[config.mk]
export PLATFORM = sky130hd
export DESIGN_NAME = keypad_pin_entry_controller
export DESIGN_NICKNAME = d
export VERILOG_FILES = /design/src/design/kpe_pkg.sv /design/src/design/keypad_pin_entry_controller.sv /design/src/design/kpe_cfg_regs.sv /design/src/design/kpe_step.sv
export SDC_FILE = /design/constraint.sdc
export NUM_CORES = 1
export LEC_CHECK = 0
export BUFFER_PORTS_ARGS = -buffer_cell sky130_fd_sc_hd__buf_2
export CORE_ASPECT_RATIO = 0.7
export CORE_UTILIZATION = 35
export DETAILED_ROUTE_END_ITERATION = 8
export GPL_TIMING_DRIVEN = 0
export PLACE_DENSITY = 0.64
export SETUP_SLACK_MARGIN = 0.15
export SLEW_MARGIN = 40
export SYNTH_ARGS = -nofsm -noshare
export SYNTH_HDL_FRONTEND = slang
export SYNTH_SLANG_ARGS = --single-unit
[constraint.sdc]
create_clock -name clk -period 11.89 [get_ports clk]
set_clock_uncertainty 0.05 [all_clocks]
set_input_delay 1.7835 -clock clk [delete_from_list [all_inputs] [get_ports clk]]
set_output_delay 1.7835 -clock clk [all_outputs]
set_load 0.01 [all_outputs]
[src/design/kpe_pkg.sv]
// Package for the keypad PIN entry controller: controller states, event and
// reply codes, key characters, and the state and result records.
// No dependencies; every design file imports it.
`default_nettype none

package kpe_pkg;

    // Width of the digit counters; holds a full entry of up to eight digits
    localparam int CNT_W = 4;

    // Controller modes, encoded as reported on ctrl_state
    typedef enum logic [3:0] {
        ST_IDLE      = 4'd0,
        ST_LOGIN     = 4'd1,
        ST_AUTH_WAIT = 4'd2,
        ST_AUTH_OK   = 4'd3,
        ST_AUTH_FAIL = 4'd4,
        ST_REG       = 4'd5,
        ST_REG_WAIT  = 4'd6,
        ST_REG_OK    = 4'd7,
        ST_REG_FAIL  = 4'd8
    } mode_t;

    // Event kinds carried on the command field
    localparam logic [1:0] CMD_KEY   = 2'd0;
    localparam logic [1:0] CMD_REPLY = 2'd1;
    localparam logic [1:0] CMD_TICK  = 2'd2;

    // Decoded server replies
    localparam logic [2:0] RPL_AUTH_OK  = 3'd0;
    localparam logic [2:0] RPL_AUTH_BAD = 3'd1;
    localparam logic [2:0] RPL_REG_OK   = 3'd2;
    localparam logic [2:0] RPL_REG_BAD  = 3'd3;

    // Request kinds reported on request_sent
    localparam logic [1:0] REQ_NONE = 2'd0;
    localparam logic [1:0] REQ_AUTH = 2'd1;
    localparam logic [1:0] REQ_REG  = 2'd2;

    // Key characters
    localparam logic [7:0] KEY_NONE = 8'h00;
    localparam logic [7:0] KEY_STAR = 8'h2A;
    localparam logic [7:0] KEY_HASH = 8'h23;
    localparam logic [7:0] KEY_ZERO = 8'h30;
    localparam logic [7:0] KEY_NINE = 8'h39;

    // Register map (word index on the configuration port)
    localparam logic REG_SERVER_TIMEOUT = 1'b0;
    localparam logic REG_RESULT_HOLD    = 1'b1;

    localparam logic [15:0] TIMEOUT_RESET = 16'd3000;
    localparam logic [15:0] HOLD_RESET    = 16'd3000;

    typedef struct packed {
        logic [15:0] server_timeout_ticks;
        logic [15:0] result_hold_ticks;
    } kpe_cfg_t;

    typedef struct packed {
        mode_t            mode;
        logic             pin_phase;
        logic [15:0]      locker_store;
        logic [CNT_W-1:0] locker_len;
        logic [15:0]      pin_store;
        logic [CNT_W-1:0] pin_len;
        logic [7:0]       last_key;
        logic [15:0]      elapsed_ticks;
    } kpe_state_t;

    typedef struct packed {
        logic [3:0]  ctrl_state;
        logic        entering_pin;
        logic [15:0] locker_digits;
        logic [2:0]  locker_count;
        logic [15:0] pin_digits;
        logic [2:0]  pin_count;
        logic [1:0]  request_sent;
        logic        pin_short_warning;
        logic        timed_out;
    } kpe_result_t;

endpackage

`default_nettype wire

[src/design/keypad_pin_entry_controller.sv]
// Keypad PIN entry controller top level: state and result registers around
// the event logic. Depends on kpe_pkg, kpe_cfg_regs and kpe_step.
//
// Usage:
//   Input channel (in_valid/in_ready) carries one event per beat: a keypad
//   level sample, a decoded server reply or a one millisecond tick.
//   Output channel (out_valid/out_ready) returns exactly one result beat per
//   event, showing the controller state after that event plus the request,
//   short-PIN warning and timeout flags raised by it.
//   The event is evaluated in the accepting cycle and its result sits in
//   the output register from the next cycle on.
//   Throughput is one event per clock while in_ready is high; in_ready
//   stays high while the output register is empty or being taken.
//   When the receiver stalls, the result is held and further events are
//   refused until the beat goes out.
//   Reset brings the controller to idle with an empty entry, both timers
//   registers to 3000 ticks, and the output register empty.
//   Registers (APB, word addressed): 0x0 server timeout ticks,
//   0x4 result hold ticks; write only while the block is idle.
`default_nettype none

module keypad_pin_entry_controller #(
    parameter int LOCKER_DIGITS = 4,
    parameter int PIN_DIGITS    = 4
) (
    input  wire logic        clk,
    input  wire logic        rst_n,
    // Event channel
    input  wire logic        in_valid,
    output logic             in_ready,
    input  wire logic [1:0]  command,
    input  wire logic [7:0]  key_code,
    input  wire logic [2:0]  reply_code,
    // Result channel
    output logic             out_valid,
    input  wire logic        out_ready,
    output logic [3:0]       ctrl_state,
    output logic             entering_pin,
    output logic [15:0]      locker_digits,
    output logic [2:0]       locker_count,
    output logic [15:0]      pin_digits,
    output logic [2:0]       pin_count,
    output logic [1:0]       request_sent,
    output logic             pin_short_warning,
    output logic             timed_out,
    // Configuration port
    input  wire logic        psel,
    input  wire logic        penable,
    input  wire logic        pwrite,
    input  wire logic [2:0]  paddr,
    input  wire logic [31:0] pwdata,
    output logic [31:0]      prdata,
    output logic             pready
);
    import kpe_pkg::*;

    kpe_cfg_t    cfg;
    kpe_state_t  state_reg;
    kpe_state_t  state_next;
    kpe_result_t res_reg;
    kpe_result_t res_next;
    logic        out_valid_reg;
    logic        accept;

    assign pready = 1'b1;

    kpe_cfg_regs u_cfg (
        .clk     (clk),
        .rst_n   (rst_n),
        .psel    (psel),
        .penable (penable),
        .pwrite  (pwrite),
        .paddr   (paddr),
        .pwdata  (pwdata),
        .prdata  (prdata),
        .cfg     (cfg)
    );

    kpe_step #(
        .LOCKER_DIGITS (LOCKER_DIGITS),
        .PIN_DIGITS    (PIN_DIGITS)
    ) u_step (
        .cur        (state_reg),
        .cfg        (cfg),
        .command    (command),
        .key_code   (key_code),
        .reply_code (reply_code),
        .nxt        (state_next),
        .res        (res_next)
    );

    // Take a beat whenever the output register frees up this cycle
    assign in_ready = !out_valid_reg || out_ready;
    assign accept   = in_valid && in_ready;

    // Advance controller state on each accepted beat
    always_ff @(posedge clk or negedge rst_n)
    begin
        if (!rst_n)
        begin
            state_reg <= '{mode: ST_IDLE, default: '0};
        end
        else if (accept)
        begin
            state_reg <= state_next;
        end
    end

    // Hold the result until the receiver takes it
    always_ff @(posedge clk or negedge rst_n)
    begin
        if (!rst_n)
        begin
            out_valid_reg <= 1'b0;
        end
        else if (accept)
        begin
            out_valid_reg <= 1'b1;
        end
        else if (out_ready)
        begin
            out_valid_reg <= 1'b0;
        end
    end

    always_ff @(posedge clk)
    begin
        if (accept)
        begin
            res_reg <= res_next;
        end
    end

    assign out_valid         = out_valid_reg;
    assign ctrl_state        = res_reg.ctrl_state;
    assign entering_pin      = res_reg.entering_pin;
    assign locker_digits     = res_reg.locker_digits;
    assign locker_count      = res_reg.locker_count;
    assign pin_digits        = res_reg.pin_digits;
    assign pin_count         = res_reg.pin_count;
    assign request_sent      = res_reg.request_sent;
    assign pin_short_warning = res_reg.pin_short_warning;
    assign timed_out         = res_reg.timed_out;

endmodule

`default_nettype wire

[src/design/kpe_cfg_regs.sv]
// Configuration registers of the keypad PIN entry controller behind an
// APB-style port. Depends on kpe_pkg.
`default_nettype none

module kpe_cfg_regs (
    input  wire logic             clk,
    input  wire logic             rst_n,
    input  wire logic             psel,
    input  wire logic             penable,
    input  wire logic             pwrite,
    input  wire logic [2:0]       paddr,
    input  wire logic [31:0]      pwdata,
    output logic [31:0]           prdata,
    output kpe_pkg::kpe_cfg_t     cfg
);
    import kpe_pkg::*;

    logic [15:0] timeout_reg;
    logic [15:0] hold_reg;
    logic        wr_en;
    logic        sel_idx;

    // Word select ignores the byte offset
    assign sel_idx = paddr[2];
    assign wr_en   = psel && penable && pwrite;

    // Write on the access cycle
    always_ff @(posedge clk or negedge rst_n)
    begin
        if (!rst_n)
        begin
            timeout_reg <= TIMEOUT_RESET;
            hold_reg    <= HOLD_RESET;
        end
        else if (wr_en)
        begin
            unique case (sel_idx)
                REG_SERVER_TIMEOUT: timeout_reg <= pwdata[15:0];
                REG_RESULT_HOLD:    hold_reg    <= pwdata[15:0];
                default:            timeout_reg <= timeout_reg;
            endcase
        end
    end

    // Read back
    always_comb
    begin
        unique case (sel_idx)
            REG_SERVER_TIMEOUT: prdata = {16'd0, timeout_reg};
            REG_RESULT_HOLD:    prdata = {16'd0, hold_reg};
            default:            prdata = 32'd0;
        endcase
    end

    assign cfg.server_timeout_ticks = timeout_reg;
    assign cfg.result_hold_ticks    = hold_reg;

endmodule

`default_nettype wire

[src/design/kpe_step.sv]
// Next-state and result logic for one event of the keypad PIN entry
// controller. Purely combinational. Depends on kpe_pkg.
`default_nettype none

module kpe_step #(
    parameter int LOCKER_DIGITS = 4,
    parameter int PIN_DIGITS    = 4
) (
    input  kpe_pkg::kpe_state_t  cur,
    input  kpe_pkg::kpe_cfg_t    cfg,
    input  wire logic [1:0]      command,
    input  wire logic [7:0]      key_code,
    input  wire logic [2:0]      reply_code,
    output kpe_pkg::kpe_state_t  nxt,
    output kpe_pkg::kpe_result_t res
);
    import kpe_pkg::*;

    localparam logic [CNT_W-1:0] LOCKER_MAX = CNT_W'(LOCKER_DIGITS);
    localparam logic [CNT_W-1:0] PIN_MAX    = CNT_W'(PIN_DIGITS);

    // Place a digit in its nibble, first digit highest; positions past four drop
    function automatic logic [15:0] put_digit(
        input logic [15:0]      store,
        input logic [CNT_W-1:0] pos,
        input logic [3:0]       digit
    );
        logic [15:0] r;
        r = store;
        if (pos < CNT_W'(4))
        begin
            case (pos[1:0])
                2'd0:    r = store | {digit, 12'd0};
                2'd1:    r = store | {4'd0, digit, 8'd0};
                2'd2:    r = store | {8'd0, digit, 4'd0};
                default: r = store | {12'd0, digit};
            endcase
        end
        return r;
    endfunction

    logic        waiting;
    logic        holding;
    logic        key_rise;
    logic        is_digit;
    logic [3:0]  digit;
    logic [15:0] ticks_inc;
    logic [1:0]  req;
    logic        warn;
    logic        tmo;

    assign waiting   = (cur.mode == ST_AUTH_WAIT) || (cur.mode == ST_REG_WAIT);
    assign holding   = (cur.mode == ST_AUTH_OK) || (cur.mode == ST_AUTH_FAIL) ||
                       (cur.mode == ST_REG_OK) || (cur.mode == ST_REG_FAIL);
    assign key_rise  = (key_code != KEY_NONE) && (cur.last_key == KEY_NONE);
    assign is_digit  = (key_code >= KEY_ZERO) && (key_code <= KEY_NINE);
    assign digit     = 4'(key_code - KEY_ZERO);
    // Saturating tick count
    assign ticks_inc = (cur.elapsed_ticks == 16'hFFFF) ? cur.elapsed_ticks
                                                       : cur.elapsed_ticks + 16'd1;

    // Update the controller for one event
    always_comb
    begin
        nxt  = cur;
        req  = REQ_NONE;
        warn = 1'b0;
        tmo  = 1'b0;
        unique case (command)
            CMD_KEY:
            begin
                if (!waiting && !holding)
                begin
                    nxt.last_key = key_code;
                    if (key_rise)
                    begin
                        if (cur.mode == ST_IDLE)
                        begin
                            if (key_code == KEY_STAR || key_code == KEY_HASH)
                            begin
                                nxt.mode         = (key_code == KEY_STAR) ? ST_LOGIN : ST_REG;
                                nxt.pin_phase    = 1'b0;
                                nxt.locker_store = 16'd0;
                                nxt.locker_len   = '0;
                                nxt.pin_store    = 16'd0;
                                nxt.pin_len      = '0;
                            end
                        end
                        else if (is_digit)
                        begin
                            // Fill the active field until it is full
                            if (!cur.pin_phase)
                            begin
                                if (cur.locker_len < LOCKER_MAX)
                                begin
                                    nxt.locker_store = put_digit(cur.locker_store,
                                                                 cur.locker_len, digit);
                                    nxt.locker_len   = cur.locker_len + CNT_W'(1);
                                end
                            end
                            else if (cur.pin_len < PIN_MAX)
                            begin
                                nxt.pin_store = put_digit(cur.pin_store, cur.pin_len, digit);
                                nxt.pin_len   = cur.pin_len + CNT_W'(1);
                            end
                        end
                        else if (key_code == KEY_HASH)
                        begin
                            // Confirm: advance to the PIN, send the request, or warn of a short PIN
                            if (!cur.pin_phase)
                            begin
                                if (cur.locker_len != '0)
                                    nxt.pin_phase = 1'b1;
                            end
                            else if (cur.pin_len == PIN_MAX)
                            begin
                                if (cur.mode == ST_LOGIN)
                                begin
                                    nxt.mode = ST_AUTH_WAIT;
                                    req      = REQ_AUTH;
                                end
                                else
                                begin
                                    nxt.mode = ST_REG_WAIT;
                                    req      = REQ_REG;
                                end
                                nxt.elapsed_ticks = 16'd0;
                            end
                            else
                            begin
                                warn = 1'b1;
                            end
                        end
                        else if (key_code == KEY_STAR)
                        begin
                            // Drop the whole entry
                            nxt.pin_phase    = 1'b0;
                            nxt.locker_store = 16'd0;
                            nxt.locker_len   = '0;
                            nxt.pin_store    = 16'd0;
                            nxt.pin_len      = '0;
                        end
                    end
                end
            end
            CMD_REPLY:
            begin
                if (cur.mode == ST_AUTH_WAIT &&
                    (reply_code == RPL_AUTH_OK || reply_code == RPL_AUTH_BAD))
                begin
                    nxt.mode = (reply_code == RPL_AUTH_OK) ? ST_AUTH_OK : ST_AUTH_FAIL;
                    nxt.elapsed_ticks = 16'd0;
                end
                else if (cur.mode == ST_REG_WAIT &&
                         (reply_code == RPL_REG_OK || reply_code == RPL_REG_BAD))
                begin
                    nxt.mode = (reply_code == RPL_REG_OK) ? ST_REG_OK : ST_REG_FAIL;
                    nxt.elapsed_ticks = 16'd0;
                end
            end
            CMD_TICK:
            begin
                if (waiting || holding)
                begin
                    nxt.elapsed_ticks = ticks_inc;
                    if (waiting && ticks_inc >= cfg.server_timeout_ticks)
                    begin
                        nxt.mode = (cur.mode == ST_AUTH_WAIT) ? ST_AUTH_FAIL : ST_REG_FAIL;
                        nxt.elapsed_ticks = 16'd0;
                        tmo = 1'b1;
                    end
                    else if (holding && ticks_inc >= cfg.result_hold_ticks)
                    begin
                        nxt.mode          = ST_IDLE;
                        nxt.elapsed_ticks = 16'd0;
                        nxt.pin_phase     = 1'b0;
                        nxt.locker_store  = 16'd0;
                        nxt.locker_len    = '0;
                        nxt.pin_store     = 16'd0;
                        nxt.pin_len       = '0;
                    end
                end
            end
            default:
            begin
                nxt = cur;
            end
        endcase
    end

    // Report the state after the event
    always_comb
    begin
        res.ctrl_state        = nxt.mode;
        res.entering_pin      = nxt.pin_phase;
        res.locker_digits     = nxt.locker_store;
        res.locker_count      = nxt.locker_len[2:0];
        res.pin_digits        = nxt.pin_store;
        res.pin_count         = nxt.pin_len[2:0];
        res.request_sent      = req;
        res.pin_short_warning = warn;
        res.timed_out         = tmo;
    end

endmodule

`default_nettype wire
==> impl_metrics.json, run 1 <==
{
  "status": "finished clean",
  "clk_path_buf_depth": 2,
  "fmax_mhz": 190,
  "crit_end": "locker_digits[9]",
  "antenna_left": 0,
  "synth-edff-count": 47,
  "final_max_slew_viol_count": 0,
  "syn-cell-area_um2": 8520,
  "hold_viol": 0,
  "worstSetupPathType": "register to register",
  "cp-end-kind": "register",
  "startpoint": "state_reg[3]",
  "fillers": 2362,
  "relSlewSlack_pct": 44.3,
  "rsz0062_at_grt": "false",
  "post_drt_wl_per_cell_um": 17.5,
  "ys_seq_area_share_pct": 46.7,
  "track_usage_pct": 19.3,
  "cts.repair.resized": 0,
  "synth_top_area_share_pct": 25.9,
  "route.vias.total": 7173,
  "synth.avg_cell_area_um2": 9.80,
  "syn_to_final_growth_pct": 19.4,
  "pwr_density_cell_nw_per_um2": 149,
  "cts_sinks": 149,
  "cts_buffers": 17,
  "num_rows": 47,
  "finalPower_uw": 1520,
  "cts.clk_slew.worst_paths_ps": 70,
  "drt-pass1-iter-count": 5,
  "cts_setup_buffers": 0,
  "largest_reg_flops": 69,
  "postSynthCellCount": 869,
  "chipHeight_um": 133,
  "core_area_um2": 23800,
  "layout_common_cells": "108 x buf_2, 90 x nand2_1, 88 x dfrtp_1, 71 x o21ai_0, 68 x nor2_1",
  "synth_area_leaders": "dfrtp_1 26%, edfxtp_1 17%, ha_1 6.6%",
  "synth_flop_cell": "dfrtp_1",
  "vias_per_cell": 5.37,
  "period_share_pct": 44.2,
  "antenna_cells": 0,
  "grt_max_degree": 55,
  "start_util_pct": 35.9,
  "layout_commonest_cell": "buf_2",
  "worst_pin_slew_ps": 832,
  "critical_path_required_ps": 12030,
  "clkLatencyLatePin_ps": 440,
  "start_kind": "register",
  "hold_path.class": "register to register",
  "crit_arrival_ps": 5400,
  "static-leakage-power_uw": 0.00451,
  "period_minus_slack_ps": 5260,
  "numPortBuffers": 100,
  "die_width_um": 188,
  "gp_congestion": 0.919,
  "hpwlAfterDp_um": 17300,
  "setup_viol": 0,
  "dr.first_iter.drc_count": 666,
  "path_max_fanout": 10,
  "synthDistinctLibCells": 69,
  "ys_ff_latch": 149,
  "grt_pass1_vias": 6744,
  "r2r_slack_ps": 6630,
  "cts_max_level": 4,
  "drc": 0,
  "die_area_um2": 25000,
  "maxCapViolCount": 0,
  "ir_drop_v": 0.000101,
  "cts_tree": "built",
  "rr_startpoint": "state_reg[3]",
  "r2r_cells": 17,
  "synth-async-reset-ratio_pct": 68.5,
  "grt-ovfl-total": 0,
  "r2r_end": "locker_digits[9]",
  "yosys_warnings": 0,
  "root_buffer": "clkbuf_16",
  "antenna_found_initial": 0,
  "finalSetupTns_ps": 0,
  "wl_um": 23400,
  "hold_buffers": 0,
  "synth_top_cell_by_area": "dfrtp_1",
  "nets": 1105,
  "drive_above_1_share_pct": 23.8,
  "grt_pass1_wl_um": 37400,
  "ios": 137
}
==> metal layers <==
metal / vias up / wire, um / track usage, %
li1: 3395 / - / -
met1: 3435 / 11800 / 29.9
met2: 316 / 9190 / 25.6
met3: 27 / 2070 / 5.31
met4: 0 / 320 / 5.42
met5: - / 0 / 0
==> cells in the mapped netlist, types with 10 or more instances <==
master	n
nand2_1	90
dfrtp_1	88
o21ai_0	71
nor2_1	68
inv_1	51
edfxtp_1	47
ha_1	45
mux2_2	43
a21oi_1	34
clkbuf_1	26
nor3_1	25
a31oi_1	21
nand3_1	20
buf_4	18
o2bb2ai_1	15
dfstp_2	14
a22o_1	13
and3_1	12
nand2b_1	12
nor4_1	12
nand4_1	10
==> per-stage QoR <==
stage | utilization [%] | instances | setup WS [ps] | hold slack [ps] | area (um2)
2_1_floorplan | - | 884 | 7500 | 407 | 8570
3_3_place_gp | 39.9 | 1302 | 6370 | 425 | 9470
3_5_place_dp | 40.2 | 1304 | 6770 | 431 | 9540
4_1_cts | 42.8 | 1336 | 6710 | 445 | 10200
5_1_grt | 42.8 | 1336 | 6310 | 462 | 10200
6_report | 42.8 | 1336 | 6630 | 441 | 10200
==> critical path: stages (launching register included) <==
cell	delay [ps]
dfrtp_1	450
and3_1	260
nand3_1	230
or4_1	560
clkbuf_1	200
nand2b_1	100
buf_2	220
or3_1	190
xnor2_1	130
ha_1	340
nand4_1	120
nor4_1	290
a32oi_1	190
a22oi_1	450
o21ai_1	440
or2_1	340
buf_2	180
a22o_1	250
==> cells by family (layout without fill, tap and decap cells) <==
family | count (synthesis) | count (layout) | synth area share [%]
simple gates | 301 | 301 | 18.0
fa+ha+maj | 45 | 45 | 6.61
flops | 149 | 149 | 46.7
compound gates | 208 | 208 | 15.6
xor+xnor | 11 | 11 | 1.13
other cells | 2 | 17 | 0.0882
buf+inv | 108 | 242 | 5.86
mux | 45 | 45 | 5.92
==> worst min path at each step <==
| stage | startpoint | to | slack, ps | cells after the start |
|---|---|---|---|---|
| 2_1_floorplan | state_reg[48] | state_reg[48] | 410 | 1 |
| 3_3_place_gp | state_reg[51] | state_reg[51] | 420 | 1 |
| 3_5_place_dp | state_reg[31] | state_reg[31] | 430 | 1 |
| 4_1_cts | state_reg[31] | state_reg[31] | 440 | 1 |
| 5_1_grt | u_cfg.timeout_reg[6] | u_cfg.timeout_reg[6] | 460 | 1 |
| 6_report | state_reg[31] | state_reg[31] | 440 | 1 |
==> final cells by class <==
class                      instances  area [um2]  area share (%)
sequential                       149        3980            39.1
multi-input combinational        627        4100            40.3
inverter                          53         199            1.96
clock inverter                    15         204            2.00
timing repair buffer             102         558            5.49
buffer                            55         304            2.99
tap                              318         398            3.91
clock buffer                      17         425            4.18
==> power by group <==
part,total [uW],switching (uW),internal (uW),leakage (uW)
Combinational,302,183,119,0.00243
Sequential,630,35.6,595,0.00178
Clock,584,232,352,0.000297
Total,1520,450,1070,0.00451
Note: power is estimated with default switching activity, not from simulation.
==> run 2, diff against run 1 <==
==> constraint.sdc (replaced) <==
create_clock -name clk -period 5.2 [get_ports clk]
set_clock_uncertainty 0.05 [all_clocks]
set_input_delay 0.78 -clock clk [delete_from_list [all_inputs] [get_ports clk]]
set_output_delay 0.78 -clock clk [all_outputs]
set_load 0.01 [all_outputs]
==> impl_metrics.json, run 2 (synthesis results as in run 1) <==
{
  "status": "finished clean",
  "die_width_um": 188,
  "dpl_cell_area_um2": 9540,
  "final_max_slew_viol_count": 0,
  "worst_pin_slew_ps": 795,
  "rr_startpoint": "state_reg[4]",
  "r2r_slack_ps": 450,
  "grt_pass1_vias": 6740,
  "drc": 0,
  "num_rows": 47,
  "drt-pass1-iter-count": 5,
  "period_share_pct": 91.4,
  "ir_drop_v": 0.000229,
  "r2r_cells": 19,
  "root_buffer": "clkbuf_16",
  "antenna_cells": 0,
  "post_drt_wl_per_cell_um": 17.5,
  "hpwlAfterDp_um": 17300,
  "layout_commonest_cell": "buf_2",
  "regArea_um2": 3980,
  "numPortBuffers": 100,
  "pwr_density_cell_nw_per_um2": 339,
  "fin_hold_ws_ps": 212,
  "nets": 1108,
  "cts_tree": "built",
  "largest_reg_flops": 69,
  "path_max_fanout": 10,
  "crit_arrival_ps": 5020,
  "track_usage_pct": 19.3,
  "clk_path_buf_depth": 2,
  "vias_per_cell": 5.38,
  "dp.cells": 1304,
  "cts_sinks": 149,
  "ios": 137,
  "chipHeight_um": 133,
  "finalSetupTns_ps": 0,
  "fin_ws_ps": 446,
  "start_kind": "register",
  "period_minus_slack_ps": 4750,
  "cts_max_level": 4,
  "static-leakage-power_uw": 0.00453,
  "start_util_pct": 35.9,
  "die_area_um2": 25000,
  "maxCapViolCount": 0,
  "layout_common_cells": "108 x buf_2, 90 x nand2_1, 87 x dfrtp_1, 71 x o21ai_0, 66 x nor2_1",
  "dr.first_iter.drc_count": 757,
  "cts.clk_slew.worst_paths_ps": 70,
  "drive_above_1_share_pct": 25.0,
  "cp-end-kind": "register",
  "syn_to_final_growth_pct": 20.2,
  "rsz0062_at_grt": "false",
  "grt_max_degree": 55,
  "clkLatencyLatePin_ps": 440,
  "antenna_found_initial": 0,
  "critical_path_required_ps": 5470,
  "multi_input_area_um2": 4140,
  "setup_viol": 0,
  "grt-ovfl-total": 0,
  "route.vias.total": 7204,
  "relSlewSlack_pct": 46.8,
  "stdcell_count": 1339,
  "post-place-ws_ps": 75.7,
  "r2r_end": "state_reg[57]",
  "cts_buffers": 17,
  "fmax_mhz": 210,
  "hold_path.class": "input pin to async pin",
  "fillers": 2353,
  "gp_congestion": 0.919,
  "hold_viol": 0,
  "worstSetupPathType": "register to register",
  "grt_pass1_wl_um": 37400,
  "core_area_um2": 23800,
  "wl_um": 23400,
  "final_area_um2": 10200,
  "antenna_left": 0
}
[run 2: cell types whose count changed in the layout (fill, tap and decap cells not counted), moves of 2 or more]
cell      delta
nor2_1       -2
buf_4        +3
clkbuf_2     +2
clkbuf_1     -2
[run 2: power breakdown]
group / switching [uW] / internal (uW)
Combinational: 420 / 275
Sequential: 80.8 / 1360
Clock: 533 / 806
Total: 1030 / 2440
[run 2: how the worst max path moves through the flow]
| stage | from | end | slack [ps] | cells past startpoint |
|---|---|---|---|---|
| detailed placement | state_reg[3] | locker_digits[9] | 80 | 17 |
| global placement | state_reg[3] | locker_digits[9] | 100 | 17 |
| finish | state_reg[4] | state_reg[57] | 450 | 19 |
| floorplan | state_reg[3] | state_reg[0] | 1040 | 17 |
| CTS | state_reg[3] | state_reg[11] | 130 | 17 |
| global route | state_reg[4] | state_reg[11] | 160 | 17 |
[run 2: worst max-delay path, cell delays in order (launching register included)]
cell	delay (ps)
dfrtp_1	420
and3_2	250
nand3_2	150
or4_1	540
clkbuf_1	200
nand2b_1	100
buf_2	220
or3_1	190
xnor2_1	130
ha_1	340
nand4_1	120
nor4_1	280
a32oi_1	200
a22oi_2	380
buf_4	180
o211ai_1	70
buf_4	200
or2_1	200
buf_2	180
a32o_1	220
[run 2: layout make-up]
cell class | instances | area share [%]
Multi-Input combinational cell | 627 | 40.5
Sequential cell | 149 | 38.9
Timing Repair Buffer | 105 | 5.67
Clock buffer | 17 | 4.15
Tap cell | 318 | 3.89
Buffer | 55 | 2.99
Clock inverter | 15 | 1.99
Inverter | 53 | 1.94
[run 2: timing repair]
item / in CTS / in global routing
buffers inserted: 0 / 3
endpoints found under the setup margin: 31 / 90
hold buffers: 0 / 0
gates resized for setup: 2 / 12
pin swaps: 0 / 3
[run 2: metal layers]
| layer | global-route usage, % | wire [um] |
|---|---|---|
| met5 | 0 | 0 |
| met3 | 5.31 | 2040 |
| met1 | 29.9 | 11700 |
| met4 | 5.42 | 286 |
| met2 | 25.6 | 9380 |
[run 2: per-stage QoR]
stage               total power, uW  util, %
floorplan                      1890        -
global placement               2110     39.9
detailed placement             2140     40.2
CTS                            3480     42.8
global route                   3640     43.1
finish                         3470     43.1
==> run 3, diff against run 2 <==
==> constraint.sdc (replaced) <==
create_clock -name clk -period 4.9 [get_ports clk]
set_clock_uncertainty 0.05 [all_clocks]
set_input_delay 0.735 -clock clk [delete_from_list [all_inputs] [get_ports clk]]
set_output_delay 0.735 -clock clk [all_outputs]
set_load 0.01 [all_outputs]
==> impl_metrics.json, run 3 (synthesis results as in run 1) <==
{
  "largest_reg_flops": 69,
  "grt_max_degree": 55,
  "worstSetupPathType": "register to register",
  "layout_commonest_cell": "buf_2",
  "period_share_pct": 91.0,
  "rr_startpoint": "state_reg[3]",
  "num_rows": 47,
  "setup_viol": 0,
  "hpwlAfterDp_um": 17300,
  "cp_top_family": "simple AND/OR/NAND/NOR gates",
  "layout_common_cells": "108 x buf_2, 90 x nand2_1, 86 x dfrtp_1, 71 x o21ai_0, 67 x nor2_1",
  "cp-end-kind": "register",
  "core_area_um2": 23800,
  "path_max_fanout": 10,
  "wl_met3_um": 2030,
  "gp_congestion": 0.919,
  "post-place-ws_ps": -224,
  "antenna_found_initial": 0,
  "final_max_slew_viol_count": 0,
  "slowest_stage": "or4_1",
  "grt_pass1_wl_um": 37400,
  "fmax_mhz": 224,
  "drive_above_1_share_pct": 25.5,
  "r2r_end": "locker_digits[9]",
  "wl_um": 23400,
  "r2r_cells": 17,
  "post_drt_wl_per_cell_um": 17.5,
  "die_width_um": 188,
  "ir_drop_v": 0.000243,
  "numPortBuffers": 100,
  "clkLatencyLatePin_ps": 440,
  "route.vias.total": 7212,
  "hold_viol": 0,
  "grt-ovfl-total": 0,
  "antenna_cells": 0,
  "antenna_left": 0,
  "drt-pass1-iter-count": 5,
  "rsz0062_at_grt": "true",
  "root_buffer": "clkbuf_16",
  "clk_path_buf_depth": 2,
  "vias_per_cell": 5.38,
  "routed.top_layer": "met4",
  "dr_wl_met2_um": 9290,
  "chipHeight_um": 133,
  "drc": 0,
  "start_util_pct": 35.9,
  "worst_pin_slew_ps": 798,
  "crit_path_cell_trace": "and3_2 > nand3_2 > or4_1 > clkbuf_2 > nand2b_1 > clkbuf_4 > or3_4 > xnor2_2 > ha_1 > nand4_1 > nor4_2 > a32oi_2 > a22oi_2 > o21ai_4 > or2_1 > buf_2 > a22o_1",
  "wl_met1_um": 11800,
  "static-leakage-power_uw": 0.00455,
  "cts_tree": "built",
  "cpPeakStageDelay_ps": 540,
  "fillers": 2351,
  "clkPwrFrac_pct": 38.5,
  "die_area_um2": 25000,
  "syn_to_final_growth_pct": 20.7,
  "switchingPower_uw": 1100,
  "nets": 1109,
  "utilization_pct": 43.3,
  "cts_max_level": 4,
  "fin_hold_ws_ps": 172,
  "status": "finished clean",
  "fin_ws_ps": 440,
  "cts.clk_slew.worst_paths_ps": 70,
  "pwr_density_cell_nw_per_um2": 359,
  "seqPwrFrac_pct": 41.4,
  "swShare_pct": 29.8,
  "start_kind": "register",
  "relSlewSlack_pct": 46.6,
  "period_minus_slack_ps": 4460,
  "r2r_slack_ps": 440,
  "p_comb_share_pct": 20.1,
  "critical_path_required_ps": 5040,
  "dr.first_iter.drc_count": 707,
  "maxCapViolCount": 0,
  "ios": 137,
  "cp_num_buf_inv": 3,
  "cts_buffers": 17,
  "grt_pass1_vias": 6743,
  "track_usage_pct": 19.3,
  "internal_power_uw": 2590,
  "hold_path.class": "input pin to async pin",
  "cts_sinks": 149,
  "crit_arrival_ps": 4600
}
-- run 3: changes by cell type in the layout (fill, tap and decap cells not counted), sizes merged --
cell  delta
buf      +1
-- run 3: worst max-delay path by stage --
stage / startpoint / end / slack (ps) / cells after the start
after floorplan: state_reg[3] / state_reg[0] / 740 / 17
after global placement: state_reg[3] / locker_digits[9] / -200 / 17
after detailed placement: state_reg[3] / locker_digits[9] / -220 / 17
after CTS: state_reg[4] / locker_digits[9] / 150 / 17
after global routing: state_reg[3] / state_reg[11] / 160 / 17
final: state_reg[3] / locker_digits[9] / 440 / 17
-- run 3: metrics by stage --
step                      cell area (um2)  power [uW]  setup TNS (ps)  instances
final                               10300        3690               0       1340
after global routing                10300        3860               0       1340
after CTS                           10200        3700               0       1338
after detailed placement             9540        2270           -5420       1304
after global placement               9470        2240           -4750       1302
after floorplan                      8570        2010               0        884
-- run 3: what timing repair did --
| action | CTS | global route |
|---|---|---|
| hold endpoints to repair | 0 | 0 |
| pin swaps | 2 | 5 |
| setup endpoints to repair | 81 | 92 |
| buffers inserted | 2 | 2 |
| gates resized for setup | 10 | 11 |
| hold buffers | 0 | 0 |
-- run 3: power by group through the flow --
stage          Sequential, uW  Clock (uW)  Combinational (uW)
6_report                 1530        1420                 742
5_1_grt                  1550        1490                 829
4_1_cts                  1530        1440                 733
3_5_place_dp             1550           0                 723
3_3_place_gp             1540           0                 698
2_1_floorplan            1540           0                 471
-- run 3: cell type report --
class / instances / area [um2] / area share [%]
Clock inverter: 15 / 204 / 1.98
Multi-Input combinational cell: 627 / 4170 / 40.6
Buffer: 55 / 310 / 3.02
Clock buffer: 17 / 425 / 4.14
Sequential cell: 149 / 3980 / 38.8
Timing Repair Buffer: 106 / 588 / 5.72
Tap cell: 318 / 398 / 3.87
Inverter: 53 / 199 / 1.94
-- run 3: metal layers --
layer / vias to the layer above / track usage, %
li1: 3407 / -
met1: 3472 / 30.0
met2: 310 / 25.6
met3: 23 / 5.20
met4: 0 / 5.56
met5: - / 0
